<file path="config.mk">
export PLATFORM = sky130hd
export DESIGN_NAME = node_record_encoder
export DESIGN_NICKNAME = d
export VERILOG_FILES = /design/src/sv/nre_pkg.sv /design/src/sv/node_record_encoder.sv
export SDC_FILE = /design/constraint.sdc
export NUM_CORES = 1
export LEC_CHECK = 0
export BUFFER_PORTS_ARGS = -buffer_cell sky130_fd_sc_hd__buf_2
export CORE_MARGIN = 3
export CORE_UTILIZATION = 50
export CTS_CLUSTER_DIAMETER = 150
export DETAILED_ROUTE_END_ITERATION = 7
export PLACE_DENSITY = 0.7
export SKIP_CTS_REPAIR_TIMING = 1
export SYNTH_ARGS = -nofsm -noshare
export SYNTH_HDL_FRONTEND = slang
export SYNTH_SLANG_ARGS = --single-unit
export TNS_END_PERCENT = 5
</file>
<file path="constraint.sdc">
create_clock -name clk -period 19.2 [get_ports clk]
set_clock_uncertainty 0.2 [all_clocks]
set_input_delay 3.84 -clock clk [delete_from_list [all_inputs] [get_ports clk]]
set_output_delay 3.84 -clock clk [all_outputs]
set_load 0.01 [all_outputs]
</file>
<file path="src/sv/nre_pkg.sv">
// ----------------------------------------------------------------------------
// nre_pkg
// Item types, symbol codes and size-class helpers for the node record encoder.
// ----------------------------------------------------------------------------
package nre_pkg;

  typedef struct packed {
    logic [15:0] symbol;
    logic [63:0] children;
    logic [63:0] usage;
    logic [63:0] count;
  } in_item_t;

  typedef struct packed {
    logic [7:0] out_byte;
    logic       last;
    logic       error;
  } out_item_t;

  // One field of a record: presence, size class (1/2/4/8 bytes), value.
  typedef struct packed {
    logic        present;
    logic [1:0]  cls;
    logic [63:0] value;
  } slot_t;

  localparam logic [15:0] SYM_ERROR = 16'd0;
  localparam logic [15:0] SYM_FIN   = 16'd1;

  localparam logic FMT_LEGACY  = 1'b0;
  localparam logic FMT_COMPACT = 1'b1;

  localparam int NUM_SLOTS = 5;

  localparam logic [1:0] CLS_1B = 2'd0;
  localparam logic [1:0] CLS_2B = 2'd1;
  localparam logic [1:0] CLS_4B = 2'd2;
  localparam logic [1:0] CLS_8B = 2'd3;

  // Note the strict compares: 255 itself needs two bytes.
  function automatic logic [1:0] size_class(input logic [63:0] v);
    logic [1:0] c;
    if (v < 64'd255) c = CLS_1B;
    else if (v < 64'd65535) c = CLS_2B;
    else if (v < 64'd4294967295) c = CLS_4B;
    else c = CLS_8B;
    return c;
  endfunction

  // Index of the most significant byte for a size class.
  function automatic logic [2:0] top_byte(input logic [1:0] c);
    logic [2:0] t;
    unique case (c)
      CLS_1B:  t = 3'd0;
      CLS_2B:  t = 3'd1;
      CLS_4B:  t = 3'd3;
      default: t = 3'd7;
    endcase
    return t;
  endfunction

endpackage

</file>
<file path="src/sv/node_record_encoder.sv">
// ----------------------------------------------------------------------------
// node_record_encoder
// Serializes one tree-node record into a byte stream, one byte per cycle.
// ----------------------------------------------------------------------------
// Usage:
//   An item (symbol, children, usage, count) is taken at a clock edge with
//   start high and busy low. The record bytes come out on result, one per
//   cycle, each marked by strobe for exactly one cycle; result.last marks
//   the final byte of a record. In legacy mode a child count above 65535
//   gives one byte 0 with last and error set.
//   The mode register is written through cfg_we/cfg_wdata while idle
//   (1 compact, the reset value; 0 legacy).
// Flow:
//   An accepted item waits in the input register, is then loaded into the
//   byte serializer, and its first byte is then registered onto result.
//   A record has 1 to 29 bytes; the next record follows without a gap. One
//   item waits in the input register, so busy rises only while an item is
//   queued behind the record being sent.
// Reset:
//   Synchronous rst empties the input register and the serializer and sets
//   compact mode. The receiver cannot stall: every strobe is a taken byte.
// ----------------------------------------------------------------------------
module node_record_encoder (
  input  logic              clk,
  input  logic              rst,
  input  logic              start,
  output logic              busy,
  input  nre_pkg::in_item_t item,
  input  logic              cfg_we,
  input  logic              cfg_wdata,
  output logic              strobe,
  output nre_pkg::out_item_t result
);
  import nre_pkg::*;

  logic     format_mode;
  logic     pend_valid;
  in_item_t pend;

  slot_t      slots [NUM_SLOTS];
  slot_t      ld    [NUM_SLOTS];
  logic       ld_err;
  logic       ser_active;
  logic       ser_err;
  logic [2:0] cur;
  logic [2:0] bidx;

  // encode signals
  logic        fin;
  logic        emb;
  logic [63:0] sym64;
  logic [63:0] kids;
  logic [63:0] use_v;
  logic [63:0] cnt;
  logic [7:0]  hdr;
  logic [5:0]  d1, d9, d33, d49, d57;
  logic [31:0] use_sat;
  logic [15:0] cnt_sat;
  logic [15:0] sym_v;

  // serializer signals
  slot_t      cur_slot;
  logic [7:0] byte_sel;
  logic       nxt_found;
  logic [2:0] nxt;
  logic [2:0] nxt_top;
  logic       ser_final;
  logic       load;
  logic       accept;

  // the input register frees up in the same cycle its item moves on
  assign busy   = pend_valid && !load;
  assign accept = start && !busy;

  // ---------------- record layout from the queued item ----------------
  always_comb begin
    sym_v = pend.symbol;
    sym64 = {48'd0, sym_v};
    fin   = (sym_v == SYM_FIN);
    kids  = fin ? 64'd0 : pend.children;
    use_v = (kids == 64'd0) ? 64'd0 : pend.usage;
    cnt   = pend.count;
    d1    = cnt[5:0] - 6'd1;
    d9    = cnt[5:0] - 6'd9;
    d33   = cnt[5:0] - 6'd33;
    d49   = cnt[5:0] - 6'd49;
    d57   = cnt[5:0] - 6'd57;
    hdr   = {size_class(sym64), size_class(kids), size_class(use_v), size_class(cnt)};
    emb   = 1'b0;
    // small leaf counts ride in the header
    if (kids == 64'd0 && cnt != 64'd0) begin
      if (fin) begin
        if (cnt <= 64'd32) begin
          emb = 1'b1;
          hdr = {hdr[7:6], 1'b1, d1[4:0]};
        end else if (cnt <= 64'd48) begin
          emb = 1'b1;
          hdr = {hdr[7:6], 2'b01, d33[3:0]};
        end else if (cnt <= 64'd56) begin
          emb = 1'b1;
          hdr = {hdr[7:6], 3'b001, d49[2:0]};
        end else if (cnt <= 64'd60) begin
          emb = 1'b1;
          hdr = {hdr[7:6], 4'b0001, d57[1:0]};
        end
      end else begin
        if (cnt <= 64'd8) begin
          emb = 1'b1;
          hdr = {hdr[7:4], 1'b1, d1[2:0]};
        end else if (cnt <= 64'd12) begin
          emb = 1'b1;
          hdr = {hdr[7:4], 2'b01, d9[1:0]};
        end
      end
    end

    use_sat = (pend.usage > 64'hFFFF_FFFF) ? 32'hFFFF_FFFF : pend.usage[31:0];
    cnt_sat = (pend.count > 64'hFFFF) ? 16'hFFFF : pend.count[15:0];

    ld_err = 1'b0;
    if (format_mode == FMT_COMPACT) begin
      ld[0] = '{present: 1'b1, cls: CLS_1B, value: {56'd0, hdr}};
      ld[1] = '{present: 1'b1, cls: size_class(sym64), value: sym64};
      ld[2] = '{present: !fin, cls: size_class(kids), value: kids};
      ld[3] = '{present: !fin && (kids != 64'd0), cls: size_class(use_v), value: use_v};
      ld[4] = '{present: (sym_v != SYM_ERROR) && !emb, cls: size_class(cnt), value: cnt};
    end else if (pend.children > 64'hFFFF) begin
      ld_err = 1'b1;
      ld[0]  = '{present: 1'b1, cls: CLS_1B, value: 64'd0};
      ld[1]  = '{present: 1'b0, cls: CLS_1B, value: 64'd0};
      ld[2]  = '{present: 1'b0, cls: CLS_1B, value: 64'd0};
      ld[3]  = '{present: 1'b0, cls: CLS_1B, value: 64'd0};
      ld[4]  = '{present: 1'b0, cls: CLS_1B, value: 64'd0};
    end else begin
      // little-endian fields: byte-swapped because the serializer sends MSB first
      ld[0] = '{present: 1'b1, cls: CLS_2B, value: {48'd0, sym_v[7:0], sym_v[15:8]}};
      ld[1] = '{present: 1'b1, cls: CLS_4B,
                value: {32'd0, use_sat[7:0], use_sat[15:8], use_sat[23:16], use_sat[31:24]}};
      ld[2] = '{present: 1'b1, cls: CLS_2B, value: {48'd0, cnt_sat[7:0], cnt_sat[15:8]}};
      ld[3] = '{present: 1'b1, cls: CLS_2B,
                value: {48'd0, pend.children[7:0], pend.children[15:8]}};
      ld[4] = '{present: 1'b0, cls: CLS_1B, value: 64'd0};
    end
  end

  // ---------------- byte serializer ----------------
  always_comb begin
    cur_slot  = slots[cur];
    byte_sel  = cur_slot.value[{bidx, 3'b000} +: 8];
    nxt_found = 1'b0;
    nxt       = cur;
    nxt_top   = 3'd0;
    // nearest present field after the current one
    for (int i = NUM_SLOTS - 1; i >= 0; i--) begin
      if (3'(i) > cur && slots[i].present) begin
        nxt_found = 1'b1;
        nxt       = 3'(i);
        nxt_top   = top_byte(slots[i].cls);
      end
    end
    ser_final = (bidx == 3'd0) && !nxt_found;
    load      = pend_valid && (!ser_active || ser_final);
  end

  always_ff @(posedge clk) begin
    if (rst) begin
      format_mode <= FMT_COMPACT;
      pend_valid  <= 1'b0;
      ser_active  <= 1'b0;
      strobe      <= 1'b0;
    end else begin
      if (cfg_we) format_mode <= cfg_wdata;
      strobe <= ser_active;
      if (accept) pend_valid <= 1'b1;
      else if (load) pend_valid <= 1'b0;
      if (load) ser_active <= 1'b1;
      else if (ser_active && ser_final) ser_active <= 1'b0;
    end
  end

  always_ff @(posedge clk) begin
    if (accept) pend <= item;
    if (ser_active) begin
      result <= '{out_byte: byte_sel, last: ser_final, error: ser_err};
    end
    if (load) begin
      slots   <= ld;
      ser_err <= ld_err;
      cur     <= 3'd0;
      bidx    <= top_byte(ld[0].cls);
    end else if (ser_active) begin
      if (bidx != 3'd0) begin
        bidx <= bidx - 3'd1;
      end else begin
        cur  <= nxt;
        bidx <= nxt_top;
      end
    end
  end

endmodule

</file>
---- After elaboration in Yosys (flattened, before gate mapping) ----
Cells that the tools add are included.
word-level totals
  bits in registers ....................... 564
operators by class
  $add $sub $neg .......................... 6
  magnitude comparators ................... 26
  equality and inequality tests ........... 13
  shift operators ......................... 1
  muxes and demuxes ....................... 65
  bitwise operators ....................... 2
  reduce and logical (&&, ||, !) cells .... 38
operator list
  kind                                                                    count
  333-bit two-way mux                                                     2
  64-bit by 6-bit <= comparator with 1-bit output, second input constant  4
  64-bit two-way mux                                                      4
  67-bit binary-select mux with 3-bit select                              1
  64-bit by 16-bit < comparator with 1-bit output, second input constant  3
  64-bit by 32-bit < comparator with 1-bit output, second input constant  3
  64-bit by 8-bit < comparator with 1-bit output, second input constant   3
  64-bit by 16-bit > comparator with 1-bit output, second input constant  2
  64-bit by 4-bit <= comparator with 1-bit output, second input constant  2
  64-bit nonzero test                                                     2
  64-bit by 32-bit > comparator with 1-bit output, second input constant  1
  64-bit logical NOT                                                      1
  64-bit by 7-bit variable part select with 8-bit output                  1
  3-bit case mux with 3 select lines                                      6
  3-bit two-way mux                                                       13
  6-bit two-way mux                                                       6
  32-bit two-way mux                                                      1
  1-bit two-way mux                                                       21
  16-bit by 1-bit == test with 1-bit output, second input constant        1
  16-bit < comparator, second input constant                              1
  16-bit by 8-bit < comparator with 1-bit output, second input constant   1
  16-bit two-way mux                                                      1
  2-bit two-way mux                                                       8
  16-bit nonzero test                                                     1
  23 further kinds                                                        62

---- Longest topological paths before layout ----
Gate-level depths: netlist of the first run.
  depth in word-level cells ............... 18
  mapped depth ............................ 10

---- Least setup slack after synthesis of the first run ----
No wires, ideal clock.
  kind .................................... input port to flip-flop
  from .................................... in start
  to ...................................... reg pend (netlist bit cnt[0]) (enable)
  arrival ................................. 13.866 ns
  data required time ...................... 18.155 ns
  path slack .............................. 4.289 ns
  stages .................................. 2
  path through ............................ inv_1 -> a21oi_1
between the ends
  word-level cells in the longest chain between the ends .. 1
RTL lines
  what                  line                        source
  start, declared       node_record_encoder.sv:26   input logic start,
  1-bit logical AND     node_record_encoder.sv:73   assign accept = start && !busy;
  named net accept      node_record_encoder.sv:69   logic accept;
  end signal, assigned  node_record_encoder.sv:182  if (accept) pend <= item;
  end, declared         node_record_encoder.sv:38   in_item_t pend;
The timed path passes the listed nets, and every way through them passes these cells.
A chain may end at the register's enable or synchronous reset.

---- Worst setup path after layout of the first run ----
  from .................................... reg bidx[1]
  to ...................................... out busy
between the ends
  word-level cells in the longest chain between the ends .. 6
RTL lines
  what                    line                        source
  start, declared         node_record_encoder.sv:46   logic [2:0] bidx;
  start signal, assigned  node_record_encoder.sv:190  bidx <= top_byte(ld[0].cls);
  start signal, assigned  node_record_encoder.sv:193  bidx <= bidx - 3'd1;
  start signal, assigned  node_record_encoder.sv:196  bidx <= nxt_top;
  3-bit logical NOT       node_record_encoder.sv:161  ser_final = (bidx == 3'd0) && !nxt_found;
  1-bit logical AND       node_record_encoder.sv:161
  1-bit logical OR        node_record_encoder.sv:162  load = pend_valid && (!ser_active || ser_final);
  1-bit logical AND       node_record_encoder.sv:162
  1-bit logical NOT       node_record_encoder.sv:72   assign busy = pend_valid && !load;
  1-bit logical AND       node_record_encoder.sv:72
  end, declared           node_record_encoder.sv:27   output logic busy,
No other way between the ends.

==> impl_table.tex, run 1 <==
\begin{tabular}{lr}
\hline
Metric & Value \\
\hline
\multicolumn{2}{l}{\textbf{Setup path}} \\
CP bufs+invs & 4 \\
Worst reg2reg path endpoint & pend[117] \\
Flop-to-flop setup slack & roughly 15 ns \\
Number of cells on the worst reg-to-reg path & 8 \\
Data required time at the worst endpoint & roughly 15 ns \\
Critical path start-end classification & flop to output pin \\
Arrival @ worst endpoint & $\sim$3.2 ns \\
FF-to-FF Start & bidx[1] \\
Category of the worst setup path launch point & flop \\
Sort of element at the end of the critical path & output pin \\
Crit-path max cell delay & 0.86 ns \\
Slowest-stage cell, CP & sky130\_fd\_sc\_hd\_\_edfxtp\_1 \\
Maximum fanout encountered on the critical timing path & 18 \\
Top delay family on crit path & buffers and inverters \\
Cell-by-cell listing of the critical path & inv\_1 > ha\_1 > nand2b\_1 > o21ai\_1 > inv\_1 > nand2\_1 > inv\_1 > buf\_2 \\
Cell seen most often among critical-path stages & sky130\_fd\_sc\_hd\_\_inv\_1 \\
\multicolumn{2}{l}{\textbf{Routing}} \\
Initial drt markers & approximately 1400 \\
Via-to-Cell Ratio & around 6 \\
Total Wirelength & approximately 52 mm \\
Vias post-DR & around 13000 \\
Average wire per cell in the routed design & approximately 25 um \\
Routed length on met2 & between 20 and 25 mm \\
Iteration count of the initial detailed-routing pass & 5 \\
Detail Route met3 WL & between 4 and 5 mm \\
Wire length the detailed router placed on met1 & 21.3 mm \\
DRC errors left & 0 \\
Top layer used by detailed routing & met4 \\
Number of nets with antenna violations after routing & 0 \\
\multicolumn{2}{l}{\textbf{Die}} \\
DIE WIDTH & 206 um \\
Floorplan row count & $\sim$70 \\
Die extent in y & 206 um \\
Area enclosed by the die boundary & between 40000 and 50000 um2 \\
Initial core utilization & 0.512 \\
Core Area & between 30000 and 40000 um2 \\
I/O pin count & $\sim$230 \\
\multicolumn{2}{l}{\textbf{Clocking}} \\
H-Tree Depth & 2 \\
Cell chosen for the clock root & sky130\_fd\_sc\_hd\_\_clkbuf\_16 \\
CTS Buffer Depth & 3 \\
CTS clock-pin slew for the worst setup and hold paths & 0.06 ns \\
Num CTS Buffers & 50 \\
Clock latency reported for the late side of the worst-skew pair & 0.60 ns \\
Number of sinks handled by clock tree synthesis & slightly below 500 \\
TritonCTS clock tree & done \\
\multicolumn{2}{l}{\textbf{Placed design}} \\
HPWL after detailed placement & between 30 and 40 mm \\
PortBufs & $\sim$220 \\
Final RePlAce weighted congestion & roughly 0.95 \\
Post-placement setup slack & 12.59 ns \\
\multicolumn{2}{l}{\textbf{Yosys}} \\
Number of instances in the synthesized netlist & approximately 1300 \\
Nets in the synthesized netlist & between 1500 and 2000 \\
Synth Cell Area & 20000 um2 \\
Register bit total from synthesis & 481 \\
Top\_reg\_cell synth & sky130\_fd\_sc\_hd\_\_edfxtp\_1 \\
Post-Synthesis Mean Instance Area & 14.9 um2 \\
Fraction of synthesis flops using an asynchronous set or reset pin & 0 \\
Synth cell types & 74 \\
Synth warn & 0 \\
Share of the yosys chip area belonging to registers & 0.718 \\
Number of flops mapped to enable cells by yosys & about 470 \\
\multicolumn{2}{l}{\textbf{Worst hold path}} \\
Worst hold path depth & 0 \\
Classification of the worst-slack hold path & flop to flop \\
Launch instance of the worst min-delay path & ser\_err \\
WHS Endpoint & result[0] \\
\multicolumn{2}{l}{\textbf{STA}} \\
Relative max-transition margin & 0.0996 \\
Final setup violation count & 0 \\
Total Negative Setup Slacks & 0 ns \\
Final number of hold-violating endpoints & 0 \\
Highest Clock Rate & 138 MHz \\
Shortest period the worst path allows & roughly 7.3 ns \\
Final count of pins violating max slew & 0 \\
Worst setup slack after layout & $\sim$12 ns \\
RSZ-0062 raised after global routing & false \\
Share of the clock period used by the worst path after layout & 0.378 \\
Transition at the pin with the smallest max-transition slack & between 1 and 1.5 ns \\
\multicolumn{2}{l}{\textbf{Cells and area}} \\
Ratio of cells with drive above 1 in the final layout & 0.239 \\
P\&R area growth vs syn & 16.2\% \\
Number of nets in the layout & roughly 1800 \\
Fill cell total of the finished layout & just over 3000 \\
Final antenna diode count & 0 \\
\multicolumn{2}{l}{\textbf{GRT}} \\
Wire length of the first global-routing pass & approximately 76 mm \\
Largest net degree at the start of global routing & about 220 \\
Total global-route track usage & 0.242 \\
Number of antenna violations at the first check in global routing & 0 \\
Number of global-route vias before repair & about 12000 \\
Remaining global-route overflow & 0 \\
\multicolumn{2}{l}{\textbf{Power and ir drop}} \\
Int Power & 1.89 mW \\
Cell leakage power & 8.22 nW \\
Switching share of power & 0.231 \\
Share of total power in combinational logic & 0.079 \\
Switching power summed over all nets & roughly 570 uW \\
Total Power & 2.46 mW \\
Seq pwr share & 0.521 \\
Worst-case vdd ir drop & between 0.06 and 0.07 mV \\
Areal power density over the cells & between 100 and 150 nW/um2 \\
Clk pwr share & 0.400 \\
\multicolumn{2}{l}{\textbf{Job}} \\
Max-cap violation count & 0 \\
\multicolumn{2}{l}{\textbf{Status}} \\
Result of the run & complete, no violations \\
\hline
\end{tabular}
[cells in the final DEF, fill, tap and decap left out, drive strengths merged, types with 32 or more instances in the layout]
master / count
edfxtp: 474
buf: 239
and2: 113
nand2: 95
o21ai: 89
nor2: 84
clkbuf: 61
and3: 56
nor4: 50
nand4: 32
[stage by stage]
stage,std cells,hold WS (ns),utilization,area [um2]
finish,2116,0.239,0.595,23300
floorplan,1343,0.200,-,20000
detailed placement,2025,0.221,0.552,21600
global route,2116,0.239,0.595,23300
global placement,2025,0.203,0.552,21600
CTS,2116,0.236,0.595,23300
[layout make-up]
cell class | count | area [um2] | share of cell area
flip-flops and latches | 481 | 14400 | 0.618
well taps | 518 | 648 | 0.0279
repair buffers | 239 | 1250 | 0.0536
multi-input cells | 771 | 5260 | 0.226
clock inverters | 30 | 315 | 0.0136
inverters | 16 | 61.3 | 0.00264
clock buffers | 61 | 1340 | 0.0578
[worst max-delay path by stage]
stage | from | to | cells past startpoint
floorplan | start | cnt[0] | 2
global placement | bidx[1] | busy | 8
detailed placement | bidx[0] | busy | 9
CTS | bidx[0] | busy | 9
global route | bidx[0] | busy | 9
finish | bidx[1] | busy | 8
[cell families after synthesis]
family | after synthesis | share of synthesized area
flip-flops | 481 | 0.718
adder cells (fa/ha/maj) | 5 | 0.00313
AND/OR/NAND/NOR | 474 | 0.130
XOR/XNOR | 1 | 0.000438
AO/OA/AOI/OAI | 219 | 0.0715
buffers and inverters | 91 | 0.0198
multiplexers | 72 | 0.0562
[sequential cells by signal (all words and copies together) (netlist names)]
signal	cells
slots	252
pend	128
cnt	64
sym_v	16
result	10
bidx	3
cur	3
format_mode	1
pend_valid	1
ser_active	1
ser_err	1
strobe	1
[power by group through the flow]
stage	registers, mW	clock network, mW	logic, mW
2_1_floorplan	1.29	0	0.129
3_3_place_gp	1.30	0	0.189
3_5_place_dp	1.30	0	0.192
4_1_cts	1.28	0.999	0.194
5_1_grt	1.29	1.04	0.212
6_report	1.28	0.984	0.194
[synth_stat cells, types with 16 or more instances]
library cell | n | area (um2)
sky130_fd_sc_hd__a22o_1 | 17 | 149
sky130_fd_sc_hd__mux2i_1 | 28 | 280
sky130_fd_sc_hd__nor2_1 | 82 | 308
sky130_fd_sc_hd__clkbuf_1 | 50 | 188
sky130_fd_sc_hd__a21oi_1 | 24 | 120
sky130_fd_sc_hd__nand2_1 | 95 | 357
sky130_fd_sc_hd__buf_2 | 16 | 80.1
sky130_fd_sc_hd__nor4_1 | 47 | 294
sky130_fd_sc_hd__o21ai_1 | 19 | 95.1
sky130_fd_sc_hd__and2_1 | 113 | 707
sky130_fd_sc_hd__mux4_2 | 31 | 698
sky130_fd_sc_hd__edfxtp_1 | 474 | 14200
sky130_fd_sc_hd__o21ai_0 | 69 | 345
sky130_fd_sc_hd__and3_1 | 56 | 350
sky130_fd_sc_hd__nand4_1 | 32 | 200
[per-layer routing]
layer  track usage  up-vias
li1              -     5673
met1         0.346     6231
met2         0.375      661
met3        0.0498      126
met4        0.0851        0
met5             0        -
Power figures use the tool's default switching activity.
==> run 2, diff against run 1 <==
Settings changed: PLACE_DENSITY 0.7 to 0.73.
Clock period 19.2 ns to 5.9 ns, I/O delays scaled along.
==> impl_table.tex, run 2 (synthesis gave the netlist of run 1 again) <==
\begin{tabular}{lr}
\hline
Metric & Value \\
\hline
\multicolumn{2}{l}{\textbf{Cells and area}} \\
Multi-input gate area & 5260 um2 \\
Ratio of cells with drive above 1 in the final layout & 0.233 \\
P\&R area growth vs syn & 15.9\% \\
Number of nets in the layout & 1779 \\
Final non-filler cell total & about 2100 \\
Final antenna diode count & 0 \\
Fin area & approximately 23000 um2 \\
Final core area utilization & 0.593 \\
Sequential cell area & 14400 um2 \\
Fill cell total of the finished layout & 3024 \\
Most frequent standard cell in the layout excluding fill and tap cells & sky130\_fd\_sc\_hd\_\_edfxtp\_1 \\
Commonest cells after routing, fill and taps aside & sky130\_fd\_sc\_hd\_\_edfxtp\_1 (474), sky130\_fd\_sc\_hd\_\_buf\_2 (224), sky130\_fd\_sc\_hd\_\_and2\_1 (112) \\
Register with the most flip-flops & slots \\
Registers with the most flip-flops & slots x252, pend x128, cnt x64 \\
Max reg flops & about 250 \\
\multicolumn{2}{l}{\textbf{Clocking}} \\
CTS clock-pin slew for the worst setup and hold paths & approximately 0.060 ns \\
Num CTS Buffers & $\sim$50 \\
Cell chosen for the clock root & sky130\_fd\_sc\_hd\_\_clkbuf\_16 \\
H-Tree Depth & 2 \\
CTS Buffer Depth & 3 \\
TritonCTS clock tree & done \\
Number of sinks handled by clock tree synthesis & $\sim$480 \\
Clock latency reported for the late side of the worst-skew pair & roughly 0.58 ns \\
\multicolumn{2}{l}{\textbf{Setup path}} \\
CP bufs+invs & 4 \\
Top delay family on crit path & buffers and inverters \\
Sort of element at the end of the critical path & output pin \\
Category of the worst setup path launch point & flop \\
Data required time at the worst endpoint & 4.52 ns \\
Critical path start-end classification & flop to output pin \\
Crit-path max cell delay & approximately 0.85 ns \\
Arrival @ worst endpoint & approximately 3.2 ns \\
Cell-by-cell listing of the critical path & inv\_1 > ha\_1 > nand2b\_1 > o21ai\_1 > inv\_1 > nand2\_1 > inv\_1 > buf\_2 \\
Number of cells on the worst reg-to-reg path & 7 \\
Maximum fanout encountered on the critical timing path & 18 \\
FF-to-FF Start & bidx[1] \\
Flop-to-flop setup slack & just under 2 ns \\
Cell seen most often among critical-path stages & sky130\_fd\_sc\_hd\_\_inv\_1 \\
Slowest-stage cell, CP & sky130\_fd\_sc\_hd\_\_edfxtp\_1 \\
Worst reg2reg path endpoint & pend[93] \\
\multicolumn{2}{l}{\textbf{STA}} \\
Final number of hold-violating endpoints & 0 \\
Final count of pins violating max slew & 0 \\
RSZ-0062 raised after global routing & false \\
Worst hold slack across all endpoints & between 0.2 and 0.25 ns \\
Shortest period the worst path allows & roughly 4.6 ns \\
Relative max-transition margin & 0.350 \\
Share of the clock period used by the worst path after layout & 0.779 \\
Final setup violation count & 0 \\
Highest Clock Rate & about 220 MHz \\
Transition at the pin with the smallest max-transition slack & roughly 0.98 ns \\
\multicolumn{2}{l}{\textbf{GRT}} \\
Largest net degree at the start of global routing & between 100 and 150 \\
Number of antenna violations at the first check in global routing & 0 \\
Remaining global-route overflow & 0 \\
Wire length of the first global-routing pass & $\sim$77 mm \\
Number of global-route vias before repair & 12300 \\
Total global-route track usage & 0.245 \\
\multicolumn{2}{l}{\textbf{Power and ir drop}} \\
Switching share of power & 0.229 \\
Share of total power in combinational logic & 0.083 \\
Clk pwr share & 0.379 \\
Int Power & 5.98 mW \\
Worst-case vdd ir drop & between 0.15 and 0.2 mV \\
Areal power density over the cells & roughly 330 nW/um2 \\
Total Power & between 7 and 8 mW \\
Switching power summed over all nets & 1.78 mW \\
Seq pwr share & 0.538 \\
Cell leakage power & $\sim$8 nW \\
\multicolumn{2}{l}{\textbf{Worst hold path}} \\
Classification of the worst-slack hold path & flop to flop \\
WHS Endpoint & result[0] \\
Worst hold path depth & 0 \\
Launch instance of the worst min-delay path & ser\_err \\
\multicolumn{2}{l}{\textbf{Die}} \\
Initial core utilization & 0.512 \\
Area enclosed by the die boundary & 42500 um2 \\
Die extent in y & a little over 200 um \\
Core Area & 39100 um2 \\
DIE WIDTH & slightly above 200 um \\
I/O pin count & roughly 230 \\
Floorplan row count & 72 \\
\multicolumn{2}{l}{\textbf{Placed design}} \\
Area after DPL & approximately 22000 um2 \\
Final RePlAce weighted congestion & slightly above 0.9 \\
PortBufs & 224 \\
Number of placed instances, taps included & roughly 2000 \\
HPWL after detailed placement & roughly 37 mm \\
\multicolumn{2}{l}{\textbf{Routing}} \\
Initial drt markers & between 1500 and 2000 \\
Total Wirelength & roughly 52 mm \\
Number of nets with antenna violations after routing & 0 \\
Via-to-Cell Ratio & roughly 6.0 \\
Average wire per cell in the routed design & 24.8 um \\
DRC errors left & 0 \\
Vias post-DR & approximately 13000 \\
Iteration count of the initial detailed-routing pass & 6 \\
\multicolumn{2}{l}{\textbf{Job}} \\
Max-cap violation count & 0 \\
\multicolumn{2}{l}{\textbf{Status}} \\
Result of the run & complete, no violations \\
\hline
\end{tabular}
## run 2: cell count changes in the layout (fill, tap and decap cells not counted), moves of 2 or more
cell and delta:
sky130_fd_sc_hd__buf_12 +5, sky130_fd_sc_hd__buf_4 -2, sky130_fd_sc_hd__bufinv_16 -3, sky130_fd_sc_hd__clkinv_1 +5, sky130_fd_sc_hd__clkinv_2 -7, sky130_fd_sc_hd__clkinvlp_4 -2
## run 2: how the worst max path moves through the flow
stage	startpoint	endpoint	depth (start not counted)
finish	bidx[1]	busy	8
global route	bidx[1]	busy	8
CTS	bidx[1]	busy	8
detailed placement	bidx[1]	busy	8
global placement	bidx[0]	busy	9
floorplan	bidx[1]	bidx[0]	9
## run 2: worst reg2reg max path: cells and delay by family, from the launching register on
kind | cells | cell delay, ns
buffers and inverters | 3 | 1.14
AOI/OAI and AO/OA | 2 | 0.93
DFF | 1 | 0.71
adders and majority gates | 1 | 0.30
and+or+nand+nor | 1 | 0.15
## run 2: power groups by stage
| stage | clock network [mW] | logic [mW] | registers [mW] |
|---|---|---|---|
| final | 2.94 | 0.643 | 4.17 |
| after floorplan | 0 | 0.420 | 4.17 |
| after detailed placement | 0 | 0.640 | 4.23 |
| after global routing | 3.13 | 0.699 | 4.18 |
| after CTS | 2.99 | 0.644 | 4.17 |
| after global placement | 0 | 0.631 | 4.23 |
## run 2: per-layer routing
metal / vias to the layer above / routed length (um) / track usage
li1: 5676 / - / -
met1: 6251 / 21800 / 0.358
met2: 697 / 24200 / 0.373
met3: 116 / 4870 / 0.0510
met4: 0 / 1590 / 0.0764
met5: - / 0 / 0
## run 2: cell type report
| type | instances | share of cell area |
|---|---|---|
| flip-flops and latches | 481 | 0.620 |
| repair buffers | 242 | 0.0574 |
| inverters | 16 | 0.00264 |
| well taps | 518 | 0.0280 |
| clock inverters | 24 | 0.00858 |
| multi-input cells | 771 | 0.227 |
| clock buffers | 60 | 0.0564 |
## run 2: stage by stage
| stage | setup WS [ns] | setup TNS (ns) |
|---|---|---|
| CTS | 1.29 | 0 |
| finish | 1.31 | 0 |
| floorplan | -0.126 | -0.158 |
| detailed placement | 1.93 | 0 |
| global route | 1.11 | 0 |
| global placement | 2.02 | 0 |
